`src/rtl/fqkr_pkg.sv`:
```
package fqkr_pkg;

    localparam int DATA_W   = 32;
    localparam int KIND_W   = 2;
    localparam int STATUS_W = 2;

    localparam logic [KIND_W-1:0] KIND_ENQ = 2'd0;
    localparam logic [KIND_W-1:0] KIND_DEQ = 2'd1;
    localparam logic [KIND_W-1:0] KIND_DEL = 2'd2;

    localparam logic [STATUS_W-1:0] ST_OK   = 2'd0;
    localparam logic [STATUS_W-1:0] ST_MISS = 2'd1;
    localparam logic [STATUS_W-1:0] ST_FULL = 2'd2;

    // Operation broadcast to every cell of the row in the cycle a request is taken.
    typedef struct packed {
        logic              enq;
        logic              deq;
        logic              del;
        logic [DATA_W-1:0] key;
    } cell_op_t;

endpackage

```
`src/rtl/fifo_queue_with_keyed_removal.sv`:
```
// Bounded FIFO of signed 32-bit values with removal of the first entry equal to a key.
// Input channel s_: s_tuser carries the request kind (enqueue, dequeue, delete by key),
// s_tdata the value to append or the key to look for.
// Result channel m_: exactly one result per request; m_tuser is the status (success,
// empty or not found, full), m_tdata the value taken by a successful dequeue, else zero.
// The entries sit in a row of cells, head in cell 0. All cells compare against the key
// at once, a hit flag ripples down the row, and every cell from the hit onward loads its
// right neighbor, so a request is completed in the cycle that it is taken.
// The result is registered and appears in the cycle after the request is accepted.
// Throughput: one request per cycle while results are read; the compare and hit ripple are combinational.
// The result sits in an output register; a new request is accepted whenever that register
// is empty or is being read in the same cycle, so a stalled receiver holds off input
// after one pending result.
// Reset empties the queue and drops any pending result; slot contents are not cleared,
// only the entry count is.
module fifo_queue_with_keyed_removal
    import fqkr_pkg::*;
#(
    parameter int QUEUE_DEPTH = 16
) (
    input  logic                aclk,
    input  logic                aresetn,
    input  logic                s_tvalid,
    output logic                s_tready,
    input  logic [DATA_W-1:0]   s_tdata,   // [31:0] value
    input  logic [KIND_W-1:0]   s_tuser,   // [1:0] kind
    output logic                m_tvalid,
    input  logic                m_tready,
    output logic [DATA_W-1:0]   m_tdata,   // [31:0] head_value
    output logic [STATUS_W-1:0] m_tuser    // [1:0] status
);

    localparam int CNT_W = $clog2(QUEUE_DEPTH + 1);

    logic [CNT_W-1:0]    count_reg;
    logic [CNT_W-1:0]    count_next;
    logic                m_valid_reg;
    logic                m_valid_next;
    logic [DATA_W-1:0]   m_data_reg;
    logic [DATA_W-1:0]   m_data_next;
    logic [STATUS_W-1:0] m_status_reg;
    logic [STATUS_W-1:0] m_status_next;

    logic              accept;
    logic              full;
    logic              empty;
    cell_op_t          op;
    logic              hit   [QUEUE_DEPTH+1];
    logic [DATA_W-1:0] data  [QUEUE_DEPTH+1];

    assign s_tready = !m_valid_reg || m_tready;
    assign accept   = s_tvalid && s_tready;
    assign full     = (count_reg == CNT_W'(QUEUE_DEPTH));
    assign empty    = (count_reg == '0);

    assign op.enq = accept && (s_tuser == KIND_ENQ) && !full;
    assign op.deq = accept && (s_tuser == KIND_DEQ) && !empty;
    assign op.del = accept && (s_tuser == KIND_DEL);
    assign op.key = s_tdata;

    assign hit[0]            = 1'b0;
    assign data[QUEUE_DEPTH] = '0;

    for (genvar i = 0; i < QUEUE_DEPTH; i++) begin : g_cell
        fqkr_cell u_cell (
            .aclk      (aclk),
            .op        (op),
            .occupied  (CNT_W'(i) < count_reg),
            .wr_sel    (op.enq && (CNT_W'(i) == count_reg)),
            .hit_in    (hit[i]),
            .next_data (data[i+1]),
            .data_out  (data[i]),
            .hit_out   (hit[i+1])
        );
    end

    always_comb begin
        count_next    = count_reg;
        m_valid_next  = m_valid_reg && !m_tready;
        m_data_next   = m_data_reg;
        m_status_next = m_status_reg;
        if (accept) begin
            m_valid_next  = 1'b1;
            m_data_next   = '0;
            m_status_next = ST_MISS;
            case (s_tuser)
                KIND_ENQ: begin
                    if (full) begin
                        m_status_next = ST_FULL;
                    end else begin
                        m_status_next = ST_OK;
                        count_next    = count_reg + CNT_W'(1);
                    end
                end
                KIND_DEQ: begin
                    if (!empty) begin
                        m_status_next = ST_OK;
                        m_data_next   = data[0];
                        count_next    = count_reg - CNT_W'(1);
                    end
                end
                KIND_DEL: begin
                    if (hit[QUEUE_DEPTH]) begin
                        m_status_next = ST_OK;
                        count_next    = count_reg - CNT_W'(1);
                    end
                end
                default: begin
                    m_status_next = ST_MISS;
                end
            endcase
        end
    end

    always_ff @(posedge aclk) begin
        if (!aresetn) begin
            count_reg   <= '0;
            m_valid_reg <= 1'b0;
        end else begin
            count_reg   <= count_next;
            m_valid_reg <= m_valid_next;
        end
        m_data_reg   <= m_data_next;
        m_status_reg <= m_status_next;
    end

    assign m_tvalid = m_valid_reg;
    assign m_tdata  = m_data_reg;
    assign m_tuser  = m_status_reg;

    a_count_bound: assert property (@(posedge aclk) disable iff (!aresetn)
        count_reg <= CNT_W'(QUEUE_DEPTH))
        else $error("entry count above queue depth");

    a_full_enq: assert property (@(posedge aclk) disable iff (!aresetn)
        (accept && s_tuser == KIND_ENQ && full) |=>
            ($stable(count_reg) && m_tuser == ST_FULL && m_tvalid))
        else $error("enqueue on full queue changed state or missed full status");

    a_deq_count: assert property (@(posedge aclk) disable iff (!aresetn)
        (accept && s_tuser == KIND_DEQ && !empty) |=>
            (count_reg == $past(count_reg) - CNT_W'(1) && m_tuser == ST_OK))
        else $error("dequeue did not remove exactly one entry");

    a_del_miss: assert property (@(posedge aclk) disable iff (!aresetn)
        (accept && s_tuser == KIND_DEL && !hit[QUEUE_DEPTH]) |=>
            ($stable(count_reg) && m_tuser == ST_MISS))
        else $error("delete without match changed the queue");

endmodule

```
`src/rtl/fqkr_cell.sv`:
```
module fqkr_cell
    import fqkr_pkg::*;
(
    input  logic              aclk,
    input  cell_op_t          op,
    input  logic              occupied,
    input  logic              wr_sel,
    input  logic              hit_in,
    input  logic [DATA_W-1:0] next_data,
    output logic [DATA_W-1:0] data_out,
    output logic              hit_out
);

    logic [DATA_W-1:0] data_reg;
    logic [DATA_W-1:0] data_next;
    logic              match_here;
    logic              shift;

    assign match_here = occupied && (data_reg == op.key);
    assign hit_out    = hit_in | match_here;

    // Every cell at or behind the removed entry takes its neighbor's value.
    assign shift = op.deq | (op.del & hit_out);

    always_comb begin
        data_next = data_reg;
        if (wr_sel) begin
            data_next = op.key;
        end else if (shift) begin
            data_next = next_data;
        end
    end

    always_ff @(posedge aclk) begin
        data_reg <= data_next;
    end

    assign data_out = data_reg;

endmodule
```
`config.mk`:
```
export PLATFORM = sky130hd
export DESIGN_NAME = fifo_queue_with_keyed_removal
export DESIGN_NICKNAME = d
export VERILOG_FILES = /design/src/rtl/fqkr_pkg.sv /design/src/rtl/fifo_queue_with_keyed_removal.sv /design/src/rtl/fqkr_cell.sv
export SDC_FILE = /design/constraint.sdc
export NUM_CORES = 1
export LEC_CHECK = 0
export ABC_AREA = 0
export ABC_CLOCK_PERIOD_IN_PS = 9000
export BUFFER_PORTS_ARGS = -buffer_cell sky130_fd_sc_hd__buf_2
export CAP_MARGIN = 20
export CORE_MARGIN = 4
export CORE_UTILIZATION = 55
export CTS_BUF_LIST = sky130_fd_sc_hd__clkbuf_16
export DETAILED_ROUTE_END_ITERATION = 16
export PLACE_DENSITY_LB_ADDON = 0.3
export SYNTH_ARGS = -nofsm -noshare
export SYNTH_HDL_FRONTEND = slang
export SYNTH_HIERARCHICAL = 1
export SYNTH_SLANG_ARGS = --single-unit
```
`constraint.sdc`:
```
create_clock -name aclk -period 9 [get_ports aclk]
set_clock_uncertainty 0.15 [all_clocks]
set_input_delay 1.8 -clock aclk [delete_from_list [all_inputs] [get_ports aclk]]
set_output_delay 1.8 -clock aclk [all_outputs]
set_load 0.01 [all_outputs]
```
Word level (Yosys, flattened, before mapping). Index checks and enable logic that the tools add are counted.

Register bits: 552. Input bits: 38. Word-level logic and storage cells: 229.

$add $sub $neg: 2. Magnitude comparators: 16. Eq/ne operators: 37. Muxes and demuxes: 41. Bitwise gates (word level): 48. Reductions and logical operators: 65.

Operators with widths (number): two-way mux 32 bit (32); equality test 32 bit (16); equality test 4 x 5 -> 1 bit, first input constant (8); < comparator 4 x 5 -> 1 bit, first input constant (8); logical AND 1 bit (39); nonzero test 2 bit (16); bitwise OR 1 bit (31); equality test 3 x 5 -> 1 bit, first input constant (4); < comparator 3 x 5 -> 1 bit, first input constant (4); AND 1 bit (16); two-way mux 5 bit (3); case mux 5 bit (3 select lines) (1); equality test 2 x 5 -> 1 bit, first input constant (2); < comparator 1 x 5 -> 1 bit, first input constant (2); < comparator 2 x 5 -> 1 bit, first input constant (2); case mux 2 bit (3 select lines) (1); adder 5 x 1 -> 5 bit, second input constant (1); equality test 1 x 5 -> 1 bit, first input constant (1); equality test 5 bit, second input constant (1); zero test 5 bit (1); AND reduction 5 bit (1); subtractor 5 x 1 -> 5 bit, second input constant (1); zero test 1 bit (4); != test 2 bit, second input constant (2); other kinds (10) (12).

Depth between registers and ports, before layout.
Depth in word-level cells: 21. Gate-level depth with buffers: 26. Mapped depth without buffers: 25.

Hierarchy. The synthesis kept the hierarchy.

By module, submodules not included: fqkr_cell (instances 16, cells an instance 120, area each 1746.7 um^2, sequential area each 960.9 um^2); fifo_queue_with_keyed_removal (instances 1, cells an instance 191, area each 2053.2 um^2, sequential area each 1141.1 um^2).

Least setup slack after synthesis. No wires, ideal clock.

Kind: input to register. From: in s_tdata[14]. To: reg g_cell[15].u_cell.data_reg[0] (enable). Library setup time: 425 ps. Arrival: 5184 ps. Required time: 8425 ps. Path slack: 3240 ps. Cell stages on the path: 21. Buffers on the path: 0. Cell sequence: xnor2_1 > o2111ai_1 > a2111oi_2 > nand4_1 > nand2b_1 > nand2b_1 > nand2b_1 > nand2b_1 > nand2b_1 > nand2b_1 > nand2b_1 > nand2b_1 > nand2b_1 > nand2b_1 > nand2b_1 > nand2b_1 > nand2b_1 > nand2b_1 > nand2b_1 > a211oi_1 > o21ai_1.

RTL lines: start, declared (RTL line fifo_queue_with_keyed_removal.sv:25) `input logic [DATA_W-1:0] s_tdata,`; end signal, assigned (RTL line fqkr_cell.sv:35) `data_reg <= data_next;`; end, declared (RTL line fqkr_cell.sv:14) `logic [DATA_W-1:0] data_reg;`.

==> metrics.txt <==
Initial DRC Count 1021; CP startpoint s_tdata[28]; kind of path behind the tightest hold check flip-flop to flip-flop; total of endpoints with negative setup slack in the final report 0; area enclosed by the die boundary 58340 µm²; number of nets with antenna violations after detailed routing 0; number of optimization iterations in the first detailed-route pass 5; post-CTS setup repair buffer count 0; final instance area 33270 µm²; cell area after technology mapping 30000 µm²; met2 Usage GRT 41.16%; final-report hold violation count 0; die span in x 241.5 µm; quantity of I/O buffers inserted on ports 73; maximum number of pins on one net before global-route repair 49; Tightest Pin Transition 0.9096 ns; Critical Setup Path Class input port to flip-flop; # rows 85; worst ir drop on vdd 0.1552 mV; GRT busiest layer met2; buffer depth of the longest clock path 3; P_int 4573 µW; via count of the first global-routing pass 18310; RSZ-0062 raised after global routing false; fraction of final layout cells with drive strength greater than 1 33.99%; most frequent cell on the critical path sky130_fd_sc_hd__nand2b_1; final worst path period share 69.13%; clock tree from TritonCTS built; number of buffers inserted for hold repair after clock tree synthesis 0; count of non-filler cells in the finished layout 2990; result of the run finished, final reports clean; CTS clk-pin slew, worst paths 0.06 ns; combinational group share of total power 11.3%; Net count, final 2291; Placeable Area 53920 µm²; signed area change from the synthesized netlist to the final layout 10.90%; synthesized netlist cell count 2110; HPWL after DPL 46470 µm; global-route usage over all layers 22.52%; endpoint class of the critical path flip-flop; final global-route overflow total 0; Via Count 17290; portion of total power attributed to sequential cells 51.1%; number of placed instances with taps included 2882; TritonCTS buffer count 57; final weighted congestion in routability-driven placement 0.8645; Synth Warn # 6; Leak Pwr 0.01071 µW; switching part of the total power 24.38%; wire length of the first global-routing pass 104500 µm; initial antenna violation count 6; CP arrival 6.60 ns; normalized max-slew margin 39.36%; remaining routing DRC violations 0; switching power 1474 µW; Setup TNS 0 ns; Placed Instance Area 31480 µm²; max-cap violations 0; Resized cells post-CTS 0; final critical-path required period 6.222 ns; power density normalized to cell area 181.8 nW/µm²; Final Max Slew Viols 0; clock tree root buffer cell sky130_fd_sc_hd__clkbuf_16; slowest stage cell on the critical path sky130_fd_sc_hd__buf_2; met3 Usage GRT 2.781%; critical path startpoint category input port; Avg Inst Size Synth 14.22 µm²; r2r startpoint count_reg[1]; die boundary height 241.5 µm; startpoint of the most critical hold path g_cell[2].u_cell/data_out[25]; clock net sink count 552; number of levels the H-tree was split into 2; crit-path max FO 32; timing-limited maximum frequency 0.1607 GHz; Crit path largest cell delay 0.58 ns; number of primary I/O pins 74; met1 global-route usage 25.90%; number of filler instances in the final layout 3960; drt total wl 66410 µm; initial core utilization 55.63%; via density per instance 5.783; number of flip-flops under the largest register name 512; Clock Power Share 37.5%; Hold WS 0.4318 ns; core utilization of the finished layout 61.70%; wire length per cell 22.21 µm; Worst-Skew Late Latency 0.62 ns; CP required 9.38 ns
-- critical path, delay by kind of cell --
family	cells	cell delay [ns]
AND/OR/NAND/NOR	20	3.32
buffers and inverters	2	0.67
AO/OA/AOI/OAI	1	0.39
multiplexers	1	0.21
XOR/XNOR	1	0.19
-- layer usage --
metal | wire (µm) | vias to the layer above | part of all wire (%)
met3 | 2109 | 147 | 3.2
li1 | - | 8121 | -
met4 | 3822 | 0 | 5.8
met2 | 34770 | 327 | 52
met1 | 25710 | 8697 | 39
met5 | 0 | - | 0
-- power by group through the flow --
stage | clock network (µW) | logic, µW | registers (µW)
floorplan | 0 | 439 | 3120
global placement | 0 | 654 | 3140
detailed placement | 0 | 681 | 3150
CTS | 2320 | 687 | 3090
global route | 2420 | 745 | 3110
finish | 2270 | 686 | 3090
-- layout make-up --
| class | instances | area, µm² | share of cell area [%] |
|---|---|---|---|
| inverter | 92 | 565.5 | 1.700 |
| antenna | 5 | 12.51 | 0.03761 |
| clock buffer | 58 | 1451 | 4.363 |
| clock inverter | 45 | 324.1 | 0.9741 |
| tap | 696 | 870.8 | 2.618 |
| multi-input combinational | 1422 | 12790 | 38.44 |
| timing repair buffer | 120 | 738.2 | 2.219 |
| sequential | 552 | 16520 | 49.65 |
-- final timing paths --
path,to,slack [ns],cells after the start
worst min register to register,g_cell[1].u_cell/data_out[25],0.43,1
worst min-delay path,g_cell[1].u_cell/data_out[25],0.43,1
worst max-delay path,count_reg[3],2.78,25
worst max register to register,count_reg[3],3.75,25
-- per-stage QoR --
stage	worst slack, ns	total power, µW
floorplan	3.240	3561
global placement	2.344	3794
detailed placement	2.303	3827
CTS	2.861	6102
global route	2.412	6269
finish	2.778	6047
-- cell usage in the layout, fill, tap and decap left out, types with 36 or more instances in the layout --
cell and instances:
sky130_fd_sc_hd__clkbuf_16 58, sky130_fd_sc_hd__mux2_2 512, sky130_fd_sc_hd__and3_1 36, sky130_fd_sc_hd__buf_4 46
sky130_fd_sc_hd__xnor2_1 464, sky130_fd_sc_hd__nand2b_1 40, sky130_fd_sc_hd__nand4_1 115, sky130_fd_sc_hd__buf_2 73
sky130_fd_sc_hd__edfxtp_1 546, sky130_fd_sc_hd__inv_1 89
No activity file was read; power rests on OpenSTA's default activity.
